==> src/hw/rtl/lhcg_pkg.sv <==
// Package for the load/heat compression governor.
// Holds field widths, governor constants, state and mode types and the divide-by-ten helper.
// No dependencies.
package lhcg_pkg;

	localparam int CNT_W    = 64;
	localparam int PCT_W    = 7;
	localparam int FREED_W  = 21;
	localparam int HELD_W   = 40;
	localparam int REF_W    = 32;
	localparam int PM_W     = 10;
	localparam int SUM_W    = 48;

	// digit-serial subtractor
	localparam int DIGIT_W  = 4;
	localparam int NDIGIT   = CNT_W / DIGIT_W;
	localparam int DCNT_W   = $clog2(NDIGIT);

	// shared restoring divider: quotients stay below 1024
	localparam int QBITS    = 10;
	localparam int DEN_W    = HELD_W + 1;
	localparam int REM_W    = DEN_W + 1;

	localparam logic [REF_W-1:0] REF_RESET    = 32'd20000;
	localparam logic [PM_W-1:0]  PM_FULL      = 10'd1000;
	localparam logic [PM_W-1:0]  LOAD_HOT     = 10'd500;
	localparam logic [PM_W-1:0]  LOAD_SURGE   = 10'd800;
	localparam logic [PM_W-1:0]  KEEP_FLOOR   = 10'd300;
	localparam logic [PM_W-1:0]  HEAT_DECAY   = 10'd50;
	localparam logic [PM_W-1:0]  KEEP_STEP    = 10'd100;
	localparam logic [3:0]       PCT_SCALE    = 4'd10;
	localparam logic [2:0]       DROP_NUM     = 3'd7;
	localparam logic [12:0]      RECIP10      = 13'd6554;

	typedef enum logic [5:0] {
		ST_IDLE = 6'b000001,
		ST_SUB  = 6'b000010,
		ST_PREP = 6'b000100,
		ST_DIV  = 6'b001000,
		ST_UPD  = 6'b010000,
		ST_DONE = 6'b100000
	} state_t;

	typedef enum logic [1:0] {
		MODE_COLD    = 2'd0,
		MODE_HOT     = 2'd1,
		MODE_SURGING = 2'd2,
		MODE_COOLING = 2'd3
	} mode_t;

	// floor(x / 10) by reciprocal, exact for x below 8192
	function automatic logic [PM_W-1:0] div10(input logic [12:0] x);
		logic [25:0] prod;
		prod = x * RECIP10;
		return prod[25:16];
	endfunction

endpackage

==> src/hw/rtl/load_heat_compression_governor_core.sv <==
// Load/heat compression governor: one tick in, one governor state update out.
// Depends on lhcg_pkg.
//
// Each accepted tick runs these steps before the next tick can be transferred: the
// 64-bit count difference, which a 4-bit digit-serial subtractor forms while it also
// shifts the new count into the last-count register, then setup, then the shared
// one-bit-per-cycle restoring divider for the I/O load (skipped when the difference
// reaches the reference), then the update, then the same divider again for the
// cooling amount when relief is active and bytes were freed, then result hand-off
// and return to idle.
// The input is stalled while a tick is in progress; a finished result waits in the
// output register while the next tick is taken, and a tick whose result finds that
// register still stalled holds in its hand-off cycle until the old result leaves.
// The reference register accepts writes at any cycle and must only be written while
// the block is idle.
module load_heat_compression_governor_core (
	input  logic                            clk,
	input  logic                            arst_n,
	// configuration
	input  logic                            cfg_valid,
	output logic                            cfg_ready,
	input  logic [lhcg_pkg::REF_W-1:0]      cfg_data,
	// tick input
	input  logic                            in_valid,
	output logic                            in_stall,
	input  logic [lhcg_pkg::CNT_W-1:0]      op_count,
	input  logic [lhcg_pkg::PCT_W-1:0]      mem_pressure_pct,
	input  logic [lhcg_pkg::FREED_W-1:0]    freed_bytes,
	input  logic [lhcg_pkg::HELD_W-1:0]     held_bytes,
	// result output
	output logic                            out_valid,
	input  logic                            out_stall,
	output logic [lhcg_pkg::PM_W-1:0]       heat,
	output logic [lhcg_pkg::PM_W-1:0]       keep_raw_permille,
	output logic [1:0]                      mode,
	output logic                            relief_active,
	output logic [lhcg_pkg::PM_W-1:0]       load,
	output logic [lhcg_pkg::SUM_W-1:0]      cooled_total
);
	import lhcg_pkg::*;

	state_t               state_q;
	logic [DCNT_W-1:0]    dcnt_q;

	logic [REF_W-1:0]     ref_q;
	logic [CNT_W-1:0]     last_q;
	logic [CNT_W-1:0]     cnt_q;
	logic [CNT_W-1:0]     diff_q;
	logic                 borrow_q;
	logic [PCT_W-1:0]     pct_q;
	logic [FREED_W-1:0]   freed_q;
	logic [HELD_W-1:0]    held_q;

	logic                 io_sat_q;
	logic                 cool_q;
	logic                 second_q;

	logic [REM_W-2:0]     rem_q;
	logic [DEN_W-1:0]     den_q;
	logic [QBITS-1:0]     num_q;
	logic [QBITS-1:0]     quo_q;

	logic [PM_W-1:0]      heat_q;
	logic [PM_W-1:0]      keep_q;
	mode_t                mode_q;
	logic [PM_W-1:0]      load_q;
	logic                 relief_q;
	logic [SUM_W-1:0]     cooled_q;

	logic                 out_valid_q;
	logic [PM_W-1:0]      heat_out_q;
	logic [PM_W-1:0]      keep_out_q;
	mode_t                mode_out_q;
	logic                 relief_out_q;
	logic [PM_W-1:0]      load_out_q;

	logic                 in_xfer;
	logic                 slot_free;

	// digit-serial subtract
	logic [DIGIT_W:0]     dsub;

	// setup of the I/O division
	logic [REF_W-1:0]     ref_eff;
	logic                 diff_sat;
	logic [REF_W+QBITS-1:0] io_num;

	// divider step
	logic [REM_W-1:0]     rem_sh;
	logic                 fits;
	logic [REM_W-1:0]     rem_sub;

	// tick update
	logic [PM_W:0]        mem_raw;
	logic [PM_W-1:0]      mem_pm;
	logic [PM_W-1:0]      io_load;
	logic [PM_W-1:0]      load_c;
	logic [PM_W:0]        heat_up;
	logic [PM_W-1:0]      drop;
	logic [PM_W:0]        keep_up;
	logic [PM_W-1:0]      heat_n;
	logic [PM_W-1:0]      keep_n;
	mode_t                mode_n;
	logic                 relief_n;
	logic [FREED_W+QBITS-1:0] cool_num;
	logic [PM_W-1:0]      heat_cooled;

	assign cfg_ready = 1'b1;
	assign in_stall  = (state_q != ST_IDLE);
	assign in_xfer   = in_valid && !in_stall;
	assign slot_free = !out_valid_q || !out_stall;

	assign dsub = {1'b0, cnt_q[DIGIT_W-1:0]} - {1'b0, last_q[DIGIT_W-1:0]}
		- {{DIGIT_W{1'b0}}, borrow_q};

	assign ref_eff  = (ref_q == '0) ? {{(REF_W-1){1'b0}}, 1'b1} : ref_q;
	assign diff_sat = (diff_q[CNT_W-1:REF_W] != '0) || (diff_q[REF_W-1:0] >= ref_eff);
	assign io_num   = {{QBITS{1'b0}}, diff_q[REF_W-1:0]} * {{REF_W{1'b0}}, PM_FULL};

	assign rem_sh  = {rem_q, num_q[QBITS-1]};
	assign fits    = (rem_sh >= {1'b0, den_q});
	assign rem_sub = rem_sh - {1'b0, den_q};

	always_comb begin
		mem_raw  = {4'b0, pct_q} * {7'b0, PCT_SCALE};
		mem_pm   = (mem_raw > {1'b0, PM_FULL}) ? PM_FULL : mem_raw[PM_W-1:0];
		io_load  = io_sat_q ? PM_FULL : quo_q;
		load_c   = (io_load > mem_pm) ? io_load : mem_pm;
		heat_up  = {1'b0, heat_q} + {1'b0, div10({3'b0, load_c})};
		drop     = div10({3'b0, load_c} * {10'b0, DROP_NUM});
		keep_up  = {1'b0, keep_q} + {1'b0, KEEP_STEP};
		if (load_c >= LOAD_HOT) begin
			heat_n = (heat_up > {1'b0, PM_FULL}) ? PM_FULL : heat_up[PM_W-1:0];
			keep_n = ((PM_FULL - drop) < KEEP_FLOOR) ? KEEP_FLOOR : PM_FULL - drop;
			mode_n = (load_c > LOAD_SURGE) ? MODE_SURGING : MODE_HOT;
		end else begin
			heat_n = (heat_q > HEAT_DECAY) ? heat_q - HEAT_DECAY : '0;
			keep_n = (keep_up > {1'b0, PM_FULL}) ? PM_FULL : keep_up[PM_W-1:0];
			mode_n = (keep_n < PM_FULL) ? MODE_COOLING : MODE_COLD;
		end
		relief_n    = (keep_n < PM_FULL);
		cool_num    = {{QBITS{1'b0}}, freed_q} * {{FREED_W{1'b0}}, PM_FULL};
		heat_cooled = (heat_q > quo_q) ? heat_q - quo_q : '0;
	end

	always_ff @(posedge clk or negedge arst_n) begin
		if (!arst_n) begin
			ref_q <= REF_RESET;
		end else if (cfg_valid && cfg_ready) begin
			ref_q <= cfg_data;
		end
	end

	// control and governor state
	always_ff @(posedge clk or negedge arst_n) begin
		if (!arst_n) begin
			state_q     <= ST_IDLE;
			dcnt_q      <= '0;
			last_q      <= '0;
			heat_q      <= '0;
			keep_q      <= PM_FULL;
			mode_q      <= MODE_COLD;
			cooled_q    <= '0;
			out_valid_q <= 1'b0;
			io_sat_q    <= 1'b0;
			cool_q      <= 1'b0;
			second_q    <= 1'b0;
			borrow_q    <= 1'b0;
		end else begin
			if ((state_q == ST_DONE) && slot_free) begin
				out_valid_q <= 1'b1;
			end else if (out_valid_q && !out_stall) begin
				out_valid_q <= 1'b0;
			end
			case (state_q)
				ST_IDLE: begin
					if (in_xfer) begin
						dcnt_q   <= '0;
						borrow_q <= 1'b0;
						state_q  <= ST_SUB;
					end
				end
				ST_SUB: begin
					// shift the new count into last_q as the old one leaves
					last_q   <= {cnt_q[DIGIT_W-1:0], last_q[CNT_W-1:DIGIT_W]};
					borrow_q <= dsub[DIGIT_W];
					dcnt_q   <= dcnt_q + DCNT_W'(1);
					if (dcnt_q == DCNT_W'(NDIGIT - 1)) begin
						state_q <= ST_PREP;
					end
				end
				ST_PREP: begin
					io_sat_q <= diff_sat;
					second_q <= 1'b0;
					dcnt_q   <= '0;
					state_q  <= diff_sat ? ST_UPD : ST_DIV;
				end
				ST_DIV: begin
					dcnt_q <= dcnt_q + DCNT_W'(1);
					if (dcnt_q == DCNT_W'(QBITS - 1)) begin
						state_q <= second_q ? ST_DONE : ST_UPD;
					end
				end
				ST_UPD: begin
					heat_q   <= heat_n;
					keep_q   <= keep_n;
					mode_q   <= mode_n;
					cool_q   <= relief_n && (freed_q != '0);
					second_q <= 1'b1;
					dcnt_q   <= '0;
					state_q  <= (relief_n && (freed_q != '0)) ? ST_DIV : ST_DONE;
				end
				ST_DONE: begin
					// hold until the output register can take the result
					if (slot_free) begin
						if (cool_q) begin
							heat_q   <= heat_cooled;
							cooled_q <= cooled_q + {{(SUM_W-FREED_W){1'b0}}, freed_q};
						end
						state_q <= ST_IDLE;
					end
				end
				default: begin
					state_q <= ST_IDLE;
				end
			endcase
		end
	end

	// datapath registers, no reset
	always_ff @(posedge clk) begin
		case (state_q)
			ST_IDLE: begin
				if (in_xfer) begin
					cnt_q   <= op_count;
					pct_q   <= mem_pressure_pct;
					freed_q <= freed_bytes;
					held_q  <= held_bytes;
				end
			end
			ST_SUB: begin
				cnt_q  <= {{DIGIT_W{1'b0}}, cnt_q[CNT_W-1:DIGIT_W]};
				diff_q <= {dsub[DIGIT_W-1:0], diff_q[CNT_W-1:DIGIT_W]};
			end
			ST_PREP: begin
				rem_q <= {{(REM_W-1-REF_W){1'b0}}, io_num[REF_W+QBITS-1:QBITS]};
				num_q <= io_num[QBITS-1:0];
				den_q <= {{(DEN_W-REF_W){1'b0}}, ref_eff};
			end
			ST_DIV: begin
				rem_q <= fits ? rem_sub[REM_W-2:0] : rem_sh[REM_W-2:0];
				num_q <= {num_q[QBITS-2:0], 1'b0};
				quo_q <= {quo_q[QBITS-2:0], fits};
			end
			ST_UPD: begin
				load_q   <= load_c;
				relief_q <= relief_n;
				rem_q    <= {{(REM_W-1-FREED_W){1'b0}}, cool_num[FREED_W+QBITS-1:QBITS]};
				num_q    <= cool_num[QBITS-1:0];
				den_q    <= {1'b0, held_q} + {{(DEN_W-FREED_W){1'b0}}, freed_q};
			end
			ST_DONE: begin
				if (slot_free) begin
					heat_out_q   <= cool_q ? heat_cooled : heat_q;
					keep_out_q   <= keep_q;
					mode_out_q   <= mode_q;
					relief_out_q <= relief_q;
					load_out_q   <= load_q;
				end
			end
			default: begin
			end
		endcase
	end

	assign out_valid         = out_valid_q;
	assign heat              = heat_out_q;
	assign keep_raw_permille = keep_out_q;
	assign mode              = mode_out_q;
	assign relief_active     = relief_out_q;
	assign load              = load_out_q;
	assign cooled_total      = cooled_q;

`ifndef ASSERT_OFF
	a_xfer_starts_sub: assert property (@(posedge clk) disable iff (!arst_n)
		in_xfer |=> (state_q == ST_SUB))
		else $error("tick transfer did not start the subtractor");

	a_div_rem_bound: assert property (@(posedge clk) disable iff (!arst_n)
		(state_q == ST_DIV) |-> (rem_q < den_q))
		else $error("divider remainder not below divisor");

	a_keep_range: assert property (@(posedge clk) disable iff (!arst_n)
		(keep_q >= KEEP_FLOOR) && (keep_q <= PM_FULL))
		else $error("keep fraction out of range");

	a_heat_range: assert property (@(posedge clk) disable iff (!arst_n)
		heat_q <= PM_FULL)
		else $error("heat above full scale");

	a_relief_match: assert property (@(posedge clk) disable iff (!arst_n)
		out_valid_q |-> (relief_out_q == (keep_out_q != PM_FULL)))
		else $error("relief flag disagrees with keep fraction");
`endif

endmodule

==> config.mk <==
export PLATFORM = sky130hd
export DESIGN_NAME = load_heat_compression_governor_core
export DESIGN_NICKNAME = d
export VERILOG_FILES = /design/src/hw/rtl/lhcg_pkg.sv /design/src/hw/rtl/load_heat_compression_governor_core.sv
export SDC_FILE = /design/constraint.sdc
export NUM_CORES = 2
export LEC_CHECK = 0
export BUFFER_PORTS_ARGS = -buffer_cell sky130_fd_sc_hd__buf_2
export CAP_MARGIN = 10
export CORE_AREA = 2 2 372 282
export CTS_BUF_LIST = sky130_fd_sc_hd__clkbuf_4 sky130_fd_sc_hd__clkbuf_8
export DETAILED_ROUTE_END_ITERATION = 8
export DIE_AREA = 0 0 374 284
export PLACE_DENSITY = 0.52
export SYNTH_ARGS = -nofsm -noshare
export SYNTH_HDL_FRONTEND = slang
export SYNTH_SLANG_ARGS = --single-unit
==> constraint.sdc <==
create_clock -name clk -period 22.2 [get_ports clk]
set_input_delay 3.33 -clock clk [delete_from_list [all_inputs] [get_ports clk]]
set_output_delay 3.33 -clock clk [all_outputs]
set_load 0.02 [all_outputs]
Word level (Yosys, flattened, before mapping)
Index checks and enable logic that the tools add are counted.
W data, S select, Z words.

storage, ports and cells
  register bits = 523
  bits of input ports = 169
  output and inout port bits = 84

operators by class
  $add $sub $neg = 11
  multiplexer cells = 38
  order comparisons = 13
  eq/ne operators = 13
  multipliers = 6
  reductions and logical operators = 27

operators by type and width
  operator                  count
  $pmux W64 S2              1
  $pmux W41 S3              1
  $mux W10                  12
  $pmux W41 S2              1
  $mux W64                  1
  $add A48 B21 Y48          1
  $ge A42 B41 Y1            1
  $add A40 B21 Y41          1
  $mux W41                  1
  $sub A41 B41 Y41          1
  $mul A32 B7 Y39 const B   1
  $mux W6                   6
  $pmux W6 S6               1
  $gt A11 B10 Y1 const B    3
  $ge A32 B32 Y1            1
  $logic_not A32 Y1         1
  $mux W32                  1
  $reduce_bool A32 Y1       1
  $pmux W10 S3              1
  $mul A21 B7 Y28 const B   1
  $mul A13 B12 Y25 const B  1
  $mul A10 B12 Y22 const B  1
  $reduce_bool A21 Y1       1
  $gt A10 B10 Y1            2
  other kinds (40)          65

Depth between registers and ports, before layout
  word-level depth = 15
  depth in mapped cells = 58
  gate-level depth less buffers = 57

Worst setup path before layout
OpenSTA, ideal clock, no wires.

  path type = register -> register
  start point = register pct_q[3]
  end point = register state_q[5]
  path slack = 10.050 ns
  period minus slack after synthesis = 12.150 ns
  stages on the path, launching flop included = 53
  arrival time = 12.006 ns
  cell sequence = edfxtp_1 -> ha_1 -> ha_1 -> fa_1 -> a21o_1 -> a21oi_1 -> xnor2_1 -> and4b_1 -> nor2_1 -> nand2_1 -> ha_1 -> nand4_1 -> o21bai_1 -> a2bb2oi_1 -> a21oi_1 -> inv_1 -> fa_1 -> inv_1 -> [... 17 more ...] -> ha_1 -> nand2_1 -> o21a_1 -> and3_1 -> o21ai_0 -> xor2_1 -> inv_1 -> ha_1 -> inv_1 -> o211ai_4 -> a31o_2 -> a221o_2 -> a211o_1 -> a211oi_2 -> a21oi_2 -> a31oi_2 -> a2bb2oi_2 -> o32ai_2

on the way
  longest elaborated chain between the ends = 15
  elaborated cells between the ends (all ways) = 16
  classes of those cells = 1 x add/sub; 3 x mul; 5 x order compare; 6 x mux; 1 x reduce/logical

ends and longest elaborated chain
  element                   line                                        text
  start: declaration        load_heat_compression_governor_core.sv:50   logic [PCT_W-1:0] pct_q;
  start signal: assignment  load_heat_compression_governor_core.sv:236  pct_q <= mem_pressure_pct;
  $mul A7 B3 Y10 (*)        load_heat_compression_governor_core.sv:125  mem_raw = {4'b0, pct_q} * {7'b0, PCT_SCALE};
  $gt A11 B10 Y1            load_heat_compression_governor_core.sv:126  mem_pm = (mem_raw > {1'b0, PM_FULL}) ? PM_FULL : mem_raw[PM_W-1:0];
  $mux W10 (*)              load_heat_compression_governor_core.sv:126
  $gt A10 B10 Y1 (*)        load_heat_compression_governor_core.sv:128  load_c = (io_load > mem_pm) ? io_load : mem_pm;
  $mux W10 (*)              load_heat_compression_governor_core.sv:128
  via load_c[0]             load_heat_compression_governor_core.sv:97   logic [PM_W-1:0] load_c;
  $mul A10 B3 Y13           load_heat_compression_governor_core.sv:130  drop = div10({3'b0, load_c} * {10'b0, DROP_NUM});
  $mul A13 B12 Y25          lhcg_pkg.sv:54                              prod = x * RECIP10;
  $sub A10 B10 Y10          load_heat_compression_governor_core.sv:134  keep_n = ((PM_FULL - drop) < KEEP_FLOOR) ? KEEP_FLOOR : PM_FULL - drop;
  $lt A10 B9 Y1             load_heat_compression_governor_core.sv:134
  $mux W10                  load_heat_compression_governor_core.sv:134
  $mux W10 (*)              load_heat_compression_governor_core.sv:132  if (load_c >= LOAD_HOT) begin
  $lt A10 B10 Y1 (*)        load_heat_compression_governor_core.sv:141  relief_n = (keep_n < PM_FULL);
  $logic_and A1 B1 Y1 (*)   load_heat_compression_governor_core.sv:211  state_q <= (relief_n && (freed_q != '0)) ? ST_DIV : ST_DONE;
  $mux W6 (*)               load_heat_compression_governor_core.sv:211
  $pmux W6 S6 (*)           load_heat_compression_governor_core.sv:175  case (state_q)
  end signal: assignment    load_heat_compression_governor_core.sv:196  state_q <= diff_sat ? ST_UPD : ST_DIV;
  end signal: assignment    load_heat_compression_governor_core.sv:201  state_q <= second_q ? ST_DONE : ST_UPD;
  end signal: assignment    load_heat_compression_governor_core.sv:211
  end: declaration          load_heat_compression_governor_core.sv:42   state_t state_q;

Mark *: on every way through the listed nets, which the timed path passes. The rest lies on a longest branch.
A chain may end at the register's enable or synchronous reset.

Worst setup path after layout
  start point = register pct_q[1]
  end point = register state_q[5]

on the way
  longest elaborated chain between the ends = 15
  elaborated cells between the ends (all ways) = 16
  classes of those cells = 1 x add/sub; 3 x mul; 5 x order compare; 6 x mux; 1 x reduce/logical

ends and longest elaborated chain
  element                  line
  $mul A7 B3 Y10 (*)       load_heat_compression_governor_core.sv:125
  $gt A11 B10 Y1           load_heat_compression_governor_core.sv:126
  $mux W10 (*)             load_heat_compression_governor_core.sv:126
  $gt A10 B10 Y1           load_heat_compression_governor_core.sv:128
  $mux W10 (*)             load_heat_compression_governor_core.sv:128
  via load_c[1]            load_heat_compression_governor_core.sv:97
  $mul A10 B3 Y13          load_heat_compression_governor_core.sv:130
  $mul A13 B12 Y25         lhcg_pkg.sv:54
  $sub A10 B10 Y10         load_heat_compression_governor_core.sv:134
  $lt A10 B9 Y1            load_heat_compression_governor_core.sv:134
  $mux W10                 load_heat_compression_governor_core.sv:134
  $mux W10 (*)             load_heat_compression_governor_core.sv:132
  $lt A10 B10 Y1 (*)       load_heat_compression_governor_core.sv:141
  $logic_and A1 B1 Y1 (*)  load_heat_compression_governor_core.sv:211
  $mux W6 (*)              load_heat_compression_governor_core.sv:211
  $pmux W6 S6 (*)          load_heat_compression_governor_core.sv:175

Marks and branches as above.

==> flow_metrics.py <==
metrics = {
    "synth": {
        "ys_warn_count": 0,
        "ys_types": 104,
        "synth_flop_cell": "edfxtp_1",
        "avgSynthCellArea_sq_um": 10.3,
        "yosysSeqAreaShare_pct": 36.2,
        "synth_seq_cells": 520,
        "netlist_instances": 3949,
        "synth_edf_count": 339,
        "syn-num-nets": 4881,
        "synth-async-reset-ratio_pct": 34.8,
        "syn_area_sq_um": 40600,
    },
    "cells_and_area": {
        "layout_common_cells": "nand2_1 (603), ha_1 (486), inv_1 (384)",
        "drive_above_1_share_pct": 11.8,
        "mostFrequentLayoutCell": "nand2_1",
        "nFillCells": 9897,
        "syn_to_final_growth_pct": 12.0,
        "fin_nets": 5163,
    },
    "hold_path": {
        "worstHoldPathType": "register to register",
    },
    "clock_tree": {
        "ctsResizeCount": 0,
        "cts_tree": "yes",
        "cts_made_buffers": 95,
        "clock-root-buffer": "clkbuf_8",
        "path_clk_slew_ns": 0.06,
        "cts_hold_buffers": 0,
        "cts_max_path_buffers": 3,
        "cts_num_sinks": 520,
        "cts_setup_buffers": 0,
        "clk_latency_ns": 0.78,
        "cts_max_level": 3,
    },
    "routing": {
        "avgRoutedWirePerCell_um": 18.5,
        "drc": 0,
        "viasPerCell": 5.09,
        "drt_iter0_markers": 1799,
        "vias": 28800,
        "first_pass_iters": 5,
        "wirelength_um": 105000,
        "postRouteAntennaNets": 0,
    },
    "global_routing": {
        "overflow": 0,
        "grt_use_met3_pct": 4.42,
        "grt_usage_pct": 19.9,
        "top_usage_layer": "met1",
        "gr-usage-met2_pct": 28.4,
        "use_met1_pct": 30.2,
        "antenna_found_initial": 20,
        "grt_pass1_vias": 29200,
        "grt_pass1_wl_um": 167000,
        "grt_max_degree": 90,
    },
    "place": {
        "io_buffers": 251,
        "dpl_worst_slack_ns": 8.72,
        "hpwl_um": 79700,
        "gp_congestion": 0.857,
    },
    "sta": {
        "finalHoldViolCount": 0,
        "setup_slack_ns": 8.71,
        "rsz0062_at_grt": "false",
        "period_minus_slack_ns": 13.49,
        "drv_slew": 0,
        "tightestPinTransition_ns": 1.31,
        "slew_headroom_pct": 12.2,
        "setup_violations": 0,
        "fmax_ghz": 0.0741,
        "clock_skew_ns": 0.0296,
        "min_period_over_period_pct": 60.8,
        "finalSetupTns_ns": 0,
    },
    "worst_setup_path": {
        "path_max_fanout": 13,
        "cp_slowest_cell": "fa_1",
        "end_kind": "register",
        "cp.arrival_ns": 14.10,
        "worstSetupPathType": "register to register",
        "crit_required_ns": 22.81,
        "cpMostUsedCell": "inv_1",
        "start_kind": "register",
        "max_stage_delay_ns": 0.59,
    },
    "floorplan": {
        "std_cell_rows": 102,
        "start_util_pct": 39.7,
        "fp.dieArea_sq_um": 106000,
        "die_w_um": 374,
        "fp.dieH_um": 284,
        "coreArea_sq_um": 102000,
        "ios": 253,
    },
    "job": {
        "cap_viol_max_count": 0,
    },
    "run_status": {
        "outcome": "completed",
    },
}
-- Yosys cell counts, types with 16 or more instances --
cell | count | area (sq um)
o21a_1 | 21 | 158
edfxtp_1 | 339 | 10200
nand4_1 | 41 | 257
and2_1 | 19 | 119
nor3_1 | 29 | 145
a211oi_1 | 16 | 120
ha_1 | 486 | 6080
fa_1 | 277 | 5550
o211ai_1 | 19 | 143
o21bai_1 | 36 | 270
dfrtp_1 | 169 | 4230
xor2_1 | 75 | 657
nor2b_1 | 37 | 231
or3_1 | 21 | 131
clkbuf_1 | 82 | 308
xnor2_1 | 153 | 1340
o21ai_0 | 214 | 1070
nand2_1 | 606 | 2270
a21o_1 | 88 | 661
a21oi_1 | 209 | 1050
inv_1 | 386 | 1450
nand2b_1 | 37 | 231
nor2_1 | 172 | 646
o22ai_1 | 21 | 131
nand3_1 | 63 | 315
and3_1 | 34 | 213
o31ai_1 | 20 | 150
nor4_1 | 23 | 144
-- worst max-delay path: cells and delay by family, from the launching register on --
kind	cells	cell delay, ns
DFF	1	0.42
adders and majority gates	13	5.08
AOI/OAI and AO/OA	23	4.76
xor gates and xnor gates	4	0.92
buffers and inverters	9	0.97
and+or+nand+nor	6	1.16
-- final timing paths --
path / startpoint / endpoint / slack [ns] / cells after the start
min reg2reg: load_q[9] / load[9] / 0.42 / 0
min: load_q[9] / load[9] / 0.42 / 0
max in group asynchronous: arst_n / mode_q[0] / 18.31 / 2
max reg2reg: pct_q[1] / state_q[5] / 8.71 / 55
min in group asynchronous: arst_n / cooled_total[25] / 2.57 / 1
max: pct_q[1] / state_q[5] / 8.71 / 55
-- cell type report --
cell class	instances	area [sq um]	share of cell area (%)
clock buffers	123	1580	3.47
well taps	1352	1690	3.72
diodes	6	15.0	0.0330
clock inverters	57	440	0.967
inverters	388	1460	3.21
repair buffers	280	1490	3.28
multi-input cells	2946	24100	53.0
flip-flops and latches	520	14700	32.3
-- per-stage QoR --
step | utilization (%) | hold WS, ns | cells | cell area [sq um]
floorplan | - | 0.400 | 3949 | 40600
global placement | 42.4 | 0.405 | 5484 | 43500
detailed placement | 42.4 | 0.406 | 5484 | 43500
CTS | 44.4 | 0.420 | 5664 | 45500
global route | 44.4 | 0.427 | 5670 | 45500
finish | 44.4 | 0.418 | 5672 | 45500
-- metal layers --
metal	share of wire [%]	routed length, um	vias to the layer above
li1	-	-	14300
met1	51	53800	13800
met2	41	42600	562
met3	5.3	5510	150
met4	2.4	2540	26
met5	0.14	150	-
-- cells by family (layout without fill, tap and decap cells) --
group                      count (synthesis)  after routing  share of synthesized area [%]
muxes                                     16             16                          0.406
and+or+nand+nor                         1145           1145                           12.8
AOI/OAI and AO/OA                        793            793                           12.5
other                                      1              7                        0.00923
xor gates and xnor gates                 228            228                           4.91
buffers and inverters                    483            848                           4.54
adders and majority gates                763            763                           28.6
DFF                                      520            520                           36.2
-- state kept, by name, summed over array words and instances (netlist names), 7 cells and up --
name / count
cooled_total: 48
heat: 10
freed_q: 21
diff_q: 64
load: 10
num_q: 7
keep_q: 10
den_q: 41
cnt_q: 64
rem_q: 41
ref_q: 32
quo_q: 10
keep_raw_permille: 10
held_q: 40
heat_q: 10
pct_q: 7
last_q: 64
load_q: 10
Power is left out: the tool's default activity adds up to more than one toggle a clock period on the data nets, which glitch-free logic cannot reach.
